--- config.mk ---
export PLATFORM = sky130hd
export DESIGN_NAME = pid_controller_antiwindup
export DESIGN_NICKNAME = d
export VERILOG_FILES = /design/src/design/pidaw_pkg.sv /design/src/design/pidaw_front.sv /design/src/design/pidaw_fifo.sv /design/src/design/pidaw_back.sv /design/src/design/pid_controller_antiwindup.sv
export VERILOG_INCLUDE_DIRS = /design/src /design/src/design
export SDC_FILE = /design/constraint.sdc
export NUM_CORES = 2
export LEC_CHECK = 0
export BUFFER_PORTS_ARGS = -buffer_cell sky130_fd_sc_hd__buf_4
export CAP_MARGIN = 10
export CORE_MARGIN = 2
export CORE_UTILIZATION = 35
export DETAILED_ROUTE_END_ITERATION = 10
export PLACE_DENSITY_LB_ADDON = 0.08
export SYNTH_ARGS = -nofsm -noshare
export SYNTH_HDL_FRONTEND = slang
export SYNTH_HIERARCHICAL = 1
export SYNTH_SLANG_ARGS = --single-unit
--- constraint.sdc ---
create_clock -name clk_i -period 8.1 [get_ports clk_i]
set_input_delay 0.405 -clock clk_i [delete_from_list [all_inputs] [get_ports clk_i]]
set_output_delay 0.405 -clock clk_i [all_outputs]
set_load 0.05 [all_outputs]
--- src/design/pid_controller_antiwindup_assert.svh ---
// Assertion macros shared by the PID controller RTL.
// Included by the modules that carry concurrent checks; needs no package.
`ifndef PID_CONTROLLER_ANTIWINDUP_ASSERT_SVH
`define PID_CONTROLLER_ANTIWINDUP_ASSERT_SVH

// Checked on every rising edge while reset is released.
`define PIDAW_ASSERT(lbl, clk, rst_n, prop, msg) \
  lbl: assert property (@(posedge clk) disable iff (!rst_n) (prop)) else $error(msg);

// Implication shorthand: antecedent holds, consequent holds on the next edge.
`define PIDAW_ASSERT_NEXT(lbl, clk, rst_n, ante, cons, msg) \
  lbl: assert property (@(posedge clk) disable iff (!rst_n) (ante) |=> (cons)) \
    else $error(msg);

`endif

--- src/design/pidaw_pkg.sv ---
// Shared types and constants for the PID controller with integral clamp.
// No dependencies; used by every module of the block.
`timescale 1ns / 1ps

package pidaw_pkg;

  // Queue between front and back
  localparam int unsigned FifoDepth = 4;
  localparam int unsigned FifoAw    = $clog2(FifoDepth);
  localparam int unsigned FifoCw    = $clog2(FifoDepth + 1);

  // Fixed-point widths
  localparam int unsigned ErrW    = 17;  // setpoint minus measurement
  localparam int unsigned SumW    = 32;  // clamped error sum
  localparam int unsigned StenW   = 20;  // -3e0 + 4e1 - e2
  localparam int unsigned PW      = 33;  // prop_gain * e0
  localparam int unsigned IW      = 48;  // int_gain * sum
  localparam int unsigned DW      = 36;  // deriv_gain * stencil
  localparam int unsigned TotW    = 51;  // 2P + 2I + D, 23 fraction bits
  localparam int unsigned RndSh   = 9;   // Q.23 down to Q.14
  localparam int unsigned LimW    = 31;
  localparam int unsigned CfgDataW = 31;

  localparam logic signed [TotW-1:0] OneQ23  = TotW'(64'sd8388608);
  localparam logic signed [TotW-1:0] HalfLsb = TotW'(64'sd256);
  localparam logic signed [15:0]     OneQ14  = 16'sd16384;

  // Configuration register indexes
  typedef enum logic [1:0] {
    RegPropGain     = 2'd0,
    RegIntGain      = 2'd1,
    RegDerivGain    = 2'd2,
    RegIntegralLim  = 2'd3
  } cfg_reg_e;

  typedef struct packed {
    logic signed [15:0] prop_gain;
    logic signed [15:0] int_gain;
    logic signed [15:0] deriv_gain;
    logic [LimW-1:0]    integral_limit;
  } cfg_t;

  typedef struct packed {
    logic signed [15:0] target_value;
    logic signed [15:0] measured_value;
  } in_beat_t;

  typedef struct packed {
    logic signed [15:0] drive;
    logic               drive_clipped;
  } out_beat_t;

  // Work item handed from front to back
  typedef struct packed {
    logic signed [ErrW-1:0]  err;
    logic signed [SumW-1:0]  sum;
    logic signed [StenW-1:0] stencil;
  } work_t;

endpackage

--- src/design/pidaw_front.sv ---
// Front end: takes input beats, forms the error, the clamped error sum and
// the derivative stencil, and pushes one work item per beat. Uses pidaw_pkg.
`timescale 1ns / 1ps

module pidaw_front import pidaw_pkg::*; (
  input  logic            clk_i,
  input  logic            rst_ni,
  input  logic            in_valid_i,
  output logic            in_stall_o,
  input  in_beat_t        in_data_i,
  input  logic [LimW-1:0] limit_i,
  input  logic            q_full_i,
  output logic            q_push_o,
  output work_t           q_data_o
);

  logic signed [ErrW-1:0]  err_last_q, err_last_d;
  logic signed [ErrW-1:0]  err_prev_q, err_prev_d;
  logic signed [SumW-1:0]  err_sum_q, err_sum_d;

  logic signed [ErrW-1:0]  e0;
  logic signed [SumW+1:0]  sum_raw, lim_pos, lim_neg, sum_clamp;
  logic signed [StenW-1:0] e0x, e1x, e2x, stencil;
  logic                    push;

  assign in_stall_o = q_full_i;
  assign push       = in_valid_i && !q_full_i;

  // Error, exact in 17 bits
  assign e0 = {in_data_i.target_value[15], in_data_i.target_value}
            - {in_data_i.measured_value[15], in_data_i.measured_value};

  // Integral sum with clamp to +-limit
  always_comb begin
    sum_raw   = {{2{err_sum_q[SumW-1]}}, err_sum_q}
              + {{(SumW+2-ErrW){e0[ErrW-1]}}, e0};
    lim_pos   = {3'b000, limit_i};
    lim_neg   = -lim_pos;
    sum_clamp = sum_raw;
    if (sum_raw > lim_pos) begin
      sum_clamp = lim_pos;
    end
    if (sum_clamp < lim_neg) begin
      sum_clamp = lim_neg;
    end
  end

  // Derivative stencil -3e0 + 4e1 - e2
  assign e0x     = {{(StenW-ErrW){e0[ErrW-1]}}, e0};
  assign e1x     = {{(StenW-ErrW){err_last_q[ErrW-1]}}, err_last_q};
  assign e2x     = {{(StenW-ErrW){err_prev_q[ErrW-1]}}, err_prev_q};
  assign stencil = (e1x <<< 2) - (e0x + (e0x <<< 1)) - e2x;

  always_comb begin
    err_last_d = err_last_q;
    err_prev_d = err_prev_q;
    err_sum_d  = err_sum_q;
    if (push) begin
      err_last_d = e0;
      err_prev_d = err_last_q;
      err_sum_d  = sum_clamp[SumW-1:0];
    end
  end

  always_ff @(posedge clk_i or negedge rst_ni) begin
    if (!rst_ni) begin
      err_last_q <= '0;
      err_prev_q <= '0;
      err_sum_q  <= '0;
    end else begin
      err_last_q <= err_last_d;
      err_prev_q <= err_prev_d;
      err_sum_q  <= err_sum_d;
    end
  end

  assign q_push_o         = push;
  assign q_data_o.err     = e0;
  assign q_data_o.sum     = sum_clamp[SumW-1:0];
  assign q_data_o.stencil = stencil;

endmodule

--- src/design/pidaw_fifo.sv ---
// Short work queue between front and back ends.
// Uses pidaw_pkg for the entry type and depth; includes the assertion macros.
`timescale 1ns / 1ps
`include "pid_controller_antiwindup_assert.svh"

module pidaw_fifo import pidaw_pkg::*; (
  input  logic  clk_i,
  input  logic  rst_ni,
  input  logic  push_i,
  input  work_t push_data_i,
  output logic  full_o,
  output logic  valid_o,
  input  logic  pop_i,
  output work_t pop_data_o
);

  work_t              mem_q [FifoDepth];
  logic [FifoAw-1:0]  wr_ptr_q, wr_ptr_d;
  logic [FifoAw-1:0]  rd_ptr_q, rd_ptr_d;
  logic [FifoCw-1:0]  count_q, count_d;

  assign full_o     = (count_q == FifoCw'(FifoDepth));
  assign valid_o    = (count_q != '0);
  assign pop_data_o = mem_q[rd_ptr_q];

  always_comb begin
    wr_ptr_d = wr_ptr_q;
    rd_ptr_d = rd_ptr_q;
    count_d  = count_q;
    if (push_i) begin
      wr_ptr_d = (wr_ptr_q == FifoAw'(FifoDepth - 1)) ? '0 : wr_ptr_q + 1'b1;
    end
    if (pop_i) begin
      rd_ptr_d = (rd_ptr_q == FifoAw'(FifoDepth - 1)) ? '0 : rd_ptr_q + 1'b1;
    end
    if (push_i && !pop_i) begin
      count_d = count_q + 1'b1;
    end else if (pop_i && !push_i) begin
      count_d = count_q - 1'b1;
    end
  end

  always_ff @(posedge clk_i or negedge rst_ni) begin
    if (!rst_ni) begin
      wr_ptr_q <= '0;
      rd_ptr_q <= '0;
      count_q  <= '0;
    end else begin
      wr_ptr_q <= wr_ptr_d;
      rd_ptr_q <= rd_ptr_d;
      count_q  <= count_d;
    end
  end

  // Entry storage, no reset
  always_ff @(posedge clk_i) begin
    if (push_i) begin
      mem_q[wr_ptr_q] <= push_data_i;
    end
  end

  `PIDAW_ASSERT(a_fifo_bound, clk_i, rst_ni, count_q <= FifoCw'(FifoDepth), "fifo overfilled")
  `PIDAW_ASSERT(a_fifo_pop_nonempty, clk_i, rst_ni, !pop_i || valid_o, "pop from empty fifo")
  `PIDAW_ASSERT_NEXT(a_fifo_grow, clk_i, rst_ni, push_i && !pop_i, count_q == $past(count_q) + 1'b1, "fifo count did not grow on push")

endmodule

--- src/design/pidaw_back.sv ---
// Back end: three gain multiplies, the Q.23 total, then clip and rounding
// into the output register. Uses pidaw_pkg; includes the assertion macros.
`timescale 1ns / 1ps
`include "pid_controller_antiwindup_assert.svh"

module pidaw_back import pidaw_pkg::*; (
  input  logic      clk_i,
  input  logic      rst_ni,
  input  cfg_t      cfg_i,
  input  logic      q_valid_i,
  output logic      q_pop_o,
  input  work_t     q_data_i,
  output logic      out_valid_o,
  input  logic      out_stall_i,
  output out_beat_t out_data_o
);

  // Stage valids
  logic v1_q, v1_d, v2_q, v2_d, v3_q, v3_d;
  logic out_free, s2_free, s1_free;

  // Stage payloads
  logic signed [PW-1:0]   p_q;
  logic signed [IW-1:0]   i_q;
  logic signed [DW-1:0]   d_q;
  logic signed [TotW-1:0] tot_q, tot_d;
  out_beat_t              out_q, out_d;

  logic signed [PW-1:0]   p_d;
  logic signed [IW-1:0]   i_d;
  logic signed [DW-1:0]   d_d;
  logic signed [TotW-1:0] rnd;

  // Pipeline advance: a stage takes a new beat when it is empty or drains
  assign out_free = !v3_q || !out_stall_i;
  assign s2_free  = !v2_q || out_free;
  assign s1_free  = !v1_q || s2_free;
  assign q_pop_o  = q_valid_i && s1_free;

  assign v1_d = s1_free  ? q_pop_o : v1_q;
  assign v2_d = s2_free  ? v1_q    : v2_q;
  assign v3_d = out_free ? v2_q    : v3_q;

  // Stage 1: gain products
  assign p_d = PW'(cfg_i.prop_gain) * PW'(q_data_i.err);
  assign i_d = IW'(cfg_i.int_gain) * IW'(q_data_i.sum);
  assign d_d = DW'(cfg_i.deriv_gain) * DW'(q_data_i.stencil);

  // Stage 2: total in Q.23, 2P + 2I + D
  assign tot_d = (TotW'(p_q) <<< 1) + (TotW'(i_q) <<< 1) + TotW'(d_q);

  // Stage 3: clip to +-1.0, else round half up to Q.14
  assign rnd = (tot_q + HalfLsb) >>> RndSh;
  always_comb begin
    out_d.drive         = rnd[15:0];
    out_d.drive_clipped = 1'b0;
    if (tot_q > OneQ23) begin
      out_d.drive         = OneQ14;
      out_d.drive_clipped = 1'b1;
    end else if (tot_q < -OneQ23) begin
      out_d.drive         = -OneQ14;
      out_d.drive_clipped = 1'b1;
    end
  end

  always_ff @(posedge clk_i or negedge rst_ni) begin
    if (!rst_ni) begin
      v1_q <= 1'b0;
      v2_q <= 1'b0;
      v3_q <= 1'b0;
    end else begin
      v1_q <= v1_d;
      v2_q <= v2_d;
      v3_q <= v3_d;
    end
  end

  always_ff @(posedge clk_i) begin
    if (s1_free) begin
      p_q <= p_d;
      i_q <= i_d;
      d_q <= d_d;
    end
    if (s2_free) begin
      tot_q <= tot_d;
    end
    if (out_free) begin
      out_q <= out_d;
    end
  end

  assign out_valid_o = v3_q;
  assign out_data_o  = out_q;

  `PIDAW_ASSERT(a_back_range, clk_i, rst_ni, !v3_q || (out_q.drive <= OneQ14 && out_q.drive >= -OneQ14), "drive beyond +-1.0")
  `PIDAW_ASSERT(a_back_clip_rail, clk_i, rst_ni, !(v3_q && out_q.drive_clipped) || out_q.drive == OneQ14 || out_q.drive == -OneQ14, "clipped beat not at rail")
  `PIDAW_ASSERT_NEXT(a_back_hold, clk_i, rst_ni, v3_q && out_stall_i, v3_q && out_q == $past(out_q), "stalled result lost")

endmodule

--- src/design/pid_controller_antiwindup.sv ---
// PID controller with integral clamp: top level, configuration registers
// and the front/queue/back instances. Uses pidaw_pkg.
//
// Usage:
//   Input beats (target_value, measured_value, signed Q2.14) arrive on
//   in_valid_i / in_stall_o / in_data_i; one result beat (drive in Q2.14,
//   drive_clipped) leaves per input on out_valid_o / out_stall_i / out_data_o.
//   A beat moves when valid is high and stall is low.
//   Gains and the integral limit are written through cfg_we_i, cfg_index_i,
//   cfg_wdata_i, by the user only while no beat is in flight; not enforced.
// Timing:
//   One beat per cycle sustained while out_stall_i is low. A result passes
//   in order: the accepting edge updates the error history and clamped sum
//   and writes the 4-entry queue, then come the multiply stage, the total
//   stage and the clip/round output register.
// Reset:
//   Gains go to 0, the limit to 2^31-1, error history and sum to 0, queue
//   and pipeline empty. No clearing pass; input is taken right after reset.
// Stall:
//   The back pipeline fills and then holds while out_stall_i is high; the
//   queue then fills and in_stall_o rises when it is full. Nothing is dropped.
`timescale 1ns / 1ps

module pid_controller_antiwindup import pidaw_pkg::*; (
  input  logic                clk_i,
  input  logic                rst_ni,
  input  logic                cfg_we_i,
  input  logic [1:0]          cfg_index_i,
  input  logic [CfgDataW-1:0] cfg_wdata_i,
  input  logic                in_valid_i,
  output logic                in_stall_o,
  input  in_beat_t            in_data_i,
  output logic                out_valid_o,
  input  logic                out_stall_i,
  output out_beat_t           out_data_o
);

  cfg_t  cfg_q, cfg_d;
  logic  q_push, q_full, q_valid, q_pop;
  work_t q_wdata, q_rdata;

  // Configuration register writes
  always_comb begin
    cfg_d = cfg_q;
    if (cfg_we_i) begin
      case (cfg_reg_e'(cfg_index_i))
        RegPropGain:    cfg_d.prop_gain      = cfg_wdata_i[15:0];
        RegIntGain:     cfg_d.int_gain       = cfg_wdata_i[15:0];
        RegDerivGain:   cfg_d.deriv_gain     = cfg_wdata_i[15:0];
        RegIntegralLim: cfg_d.integral_limit = cfg_wdata_i[LimW-1:0];
        default:        cfg_d = cfg_q;
      endcase
    end
  end

  always_ff @(posedge clk_i or negedge rst_ni) begin
    if (!rst_ni) begin
      cfg_q.prop_gain      <= '0;
      cfg_q.int_gain       <= '0;
      cfg_q.deriv_gain     <= '0;
      cfg_q.integral_limit <= '1;
    end else begin
      cfg_q <= cfg_d;
    end
  end

  pidaw_front u_front (
    .clk_i      (clk_i),
    .rst_ni     (rst_ni),
    .in_valid_i (in_valid_i),
    .in_stall_o (in_stall_o),
    .in_data_i  (in_data_i),
    .limit_i    (cfg_q.integral_limit),
    .q_full_i   (q_full),
    .q_push_o   (q_push),
    .q_data_o   (q_wdata)
  );

  pidaw_fifo u_fifo (
    .clk_i       (clk_i),
    .rst_ni      (rst_ni),
    .push_i      (q_push),
    .push_data_i (q_wdata),
    .full_o      (q_full),
    .valid_o     (q_valid),
    .pop_i       (q_pop),
    .pop_data_o  (q_rdata)
  );

  pidaw_back u_back (
    .clk_i       (clk_i),
    .rst_ni      (rst_ni),
    .cfg_i       (cfg_q),
    .q_valid_i   (q_valid),
    .q_pop_o     (q_pop),
    .q_data_i    (q_rdata),
    .out_valid_o (out_valid_o),
    .out_stall_i (out_stall_i),
    .out_data_o  (out_data_o)
  );

endmodule
==> results.json <==
{
  "via_count": 49002,
  "slew_violations": 0,
  "dr.pass1.iters": 5,
  "grt_pass1_wl_um": 321000,
  "cts_tree": "built",
  "areaGrowthSynthToFinish_pct": 15.3,
  "min_period_over_period": 1.06,
  "clock_skew_ns": 0.0482,
  "die_area_sq_um": 211000,
  "drive_gt1_frac": 0.155,
  "cts_sinks": 616,
  "drtIter0Drc": 2518,
  "cts_made_buffers": 77,
  "drcViolationCount": 0,
  "regArea_sq_um": 17800,
  "wirelength_um": 207000,
  "min_period_ns": 8.60,
  "fmax_mhz": 116,
  "ys_ff_latch": 616,
  "relSlewSlack": 0.132,
  "hold_violations": 0,
  "avgSynthCellArea_sq_um": 10.5,
  "num-nets-final": 9064,
  "pre_cts_ws_ns": -1.68,
  "hold_class": "primary input to register",
  "wire_per_inst_um": 20.4,
  "worst_pin_slew_ns": 1.30,
  "start_util": 0.351,
  "fin_tns_setup_ns": -59.58,
  "critical_path.max_stage_delay_ns": 0.33,
  "root_buffer": "clkbuf_16",
  "r2r-start": "u_fifo/rd_ptr_q[0]",
  "async_flop_share": 0.252,
  "rows": 167,
  "antenna_found_initial": 12,
  "fillers": 20225,
  "violations": "setup timing",
  "clk_pin_slew_worst_paths_ns": 0.06,
  "critPathMaxFanout": 5,
  "status": "finished, violations left",
  "grt_pass1_vias": 53628,
  "ys_types": 103,
  "ys.warnings.count": 6,
  "reg2reg_to": "u_back/i_q[44]",
  "crit_path_top_delay_cell": "fa_2",
  "ys.flop_type": "edfxtp_1",
  "clk_path_buf_depth": 3,
  "dp_hpwl_um": 167000,
  "ioPinCount": 89,
  "multi_input_area_sq_um": 49400,
  "clock_latency_ns": 0.71,
  "via_per_inst": 4.84,
  "synth-edff-count": 461,
  "arrival_ns": 9.15,
  "worstSetupStartpoint": "in_data_i[16]",
  "crit_required_ns": 8.65,
  "yosysSeqAreaShare": 0.245,
  "rr_worst_depth": 25,
  "final_cell_mix": "1403 x inv_1, 1164 x fa_1, 832 x nand2_1, 553 x buf_4, 462 x ha_1",
  "place_congestion": 0.847,
  "antenna_left": 0,
  "cts.htree.levels": 3,
  "start_kind": "primary input",
  "crit_top_cell": "buf_12",
  "synthCells": 6883,
  "grt_max_degree": 120,
  "portBuffers": 88,
  "synth_nets": 8598,
  "rsz0062_at_grt": "true",
  "grt_use_total": 0.199,
  "cp-end-kind": "register",
  "max_cap_viol_count": 0,
  "setup_viol": 160,
  "timing.final.ws_setup_ns": -0.497,
  "core_area_sq_um": 207000,
  "rrSetupSlack_ns": 0.19,
  "critPathKind": "primary input to register",
  "final_common_cell": "inv_1",
  "syn_area_sq_um": 72600,
  "die_w_um": 459,
  "dieHeight_um": 459,
  "endpoint": "u_front/err_sum_q[15]",
  "overflow": 0
}
cells by family (layout without fill, tap and decap cells):
family | count (synthesis) | after routing | synth area share
other | 0 | 7 | 0
flip-flops | 616 | 616 | 0.245
AO/OA/AOI/OAI | 661 | 661 | 0.0613
adder cells (fa/ha/maj) | 1645 | 1645 | 0.404
XOR/XNOR | 266 | 266 | 0.0322
buffers and inverters | 1641 | 2170 | 0.0883
multiplexers | 242 | 243 | 0.0493
AND/OR/NAND/NOR | 1812 | 1812 | 0.120
registers in the layout, indices dropped and copies added, names as in the netlist, 32 cells and up:
name               count
cfg_q                 79
u_back/d_q            36
u_back/i_q            48
u_back/p_q            33
u_back/tot_q          51
u_fifo/mem_q         276
u_front/err_sum_q     32
metrics by stage:
stage               hold slack [ns]  std cells   util  cell area [sq um]
CTS                          0.0313      10074  0.401              82800
global route                 0.0563      10120  0.405              83700
global placement              0.435       9852  0.382              79000
detailed placement            0.431       9852  0.382              79000
finish                       0.0883      10124  0.405              83700
floorplan                     0.109       6883      -              72800
worst max-delay path, delay by kind of cell:
kind                     cells  cell delay (ns)
AO/OA/AOI/OAI               24             4.31
buffers and inverters        9             0.97
adder cells (fa/ha/maj)      5             1.19
AND/OR/NAND/NOR              7             1.00
XOR/XNOR                     2             0.37
multiplexers                 3             0.90
layout make-up:
type,instances,area share
clock inverters,41,0.00653
repair buffers,620,0.0629
clock buffers,102,0.0246
flip-flops and latches,616,0.212
well taps,2704,0.0404
diodes,7,0.000209
inverters,1407,0.0633
multi-input cells,4627,0.590
what timing repair did:
action	CTS	global route
hold buffers	19	0
endpoints found under the setup margin	160	202
endpoints found under the hold margin	53	0
setup buffers	56	48
pin swaps	35	26
cloned	5	2
resized for setup	103	62
per-layer routing:
layer,track usage,part of all wire,vias up
met1,0.276,0.46,25160
met4,0.0528,0.024,2
met2,0.326,0.47,955
met3,0.0311,0.046,208
li1,-,-,22677
met5,0,0.000058,-
synthesized netlist by cell type (7+ instances only):
library cell / instances / share of area
and3_1: 25 / 0.0022
o21a_1: 34 / 0.0035
a31oi_1: 16 / 0.0014
nand2_1: 833 / 0.043
a31o_2: 9 / 0.0011
buf_12: 8 / 0.0022
edfxtp_1: 461 / 0.19
nor2b_1: 29 / 0.0025
dfrtp_1: 124 / 0.043
inv_1: 1405 / 0.073
or3_1: 20 / 0.0017
mux4_2: 68 / 0.021
nand3b_1: 7 / 0.00072
dfstp_2: 31 / 0.011
clkbuf_1: 196 / 0.010
nand2b_1: 45 / 0.0039
nor4_1: 18 / 0.0016
buf_6: 8 / 0.0012
mux2i_1: 8 / 0.0011
nor3_1: 40 / 0.0028
mux2_4: 21 / 0.0043
nand4_1: 43 / 0.0037
and4_1: 9 / 0.0011
and2_1: 439 / 0.038
o211ai_1: 20 / 0.0021
nor2_1: 212 / 0.011
mux2_2: 142 / 0.022
xor2_1: 58 / 0.0070
a21boi_0: 7 / 0.00072
a21oi_1: 185 / 0.013
o21bai_1: 30 / 0.0031
xnor2_1: 207 / 0.025
a211oi_1: 24 / 0.0025
fa_1: 1165 / 0.32
buf_2: 13 / 0.00090
o31ai_1: 10 / 0.0010
nand3_1: 61 / 0.0042
ha_1: 480 / 0.083
a21o_1: 132 / 0.014
o21ai_0: 104 / 0.0072
worst min path at each step:
stage	start	endpoint	slack, ns	cells after the start
6_report	cfg_wdata_i[15]	cfg_q[78]	0.09	2
5_1_grt	cfg_wdata_i[15]	cfg_q[78]	0.06	2
4_1_cts	cfg_wdata_i[13]	cfg_q[76]	0.03	2
3_5_place_dp	rst_ni	u_front/err_sum_q[30]	0.43	1
3_3_place_gp	rst_ni	u_front/err_sum_q[30]	0.43	1
2_1_floorplan	rst_ni	cfg_q[31]	0.11	0
Power is left out: the tool's default activity adds up to more than one toggle a clock period on the data nets, which glitch-free logic cannot reach.
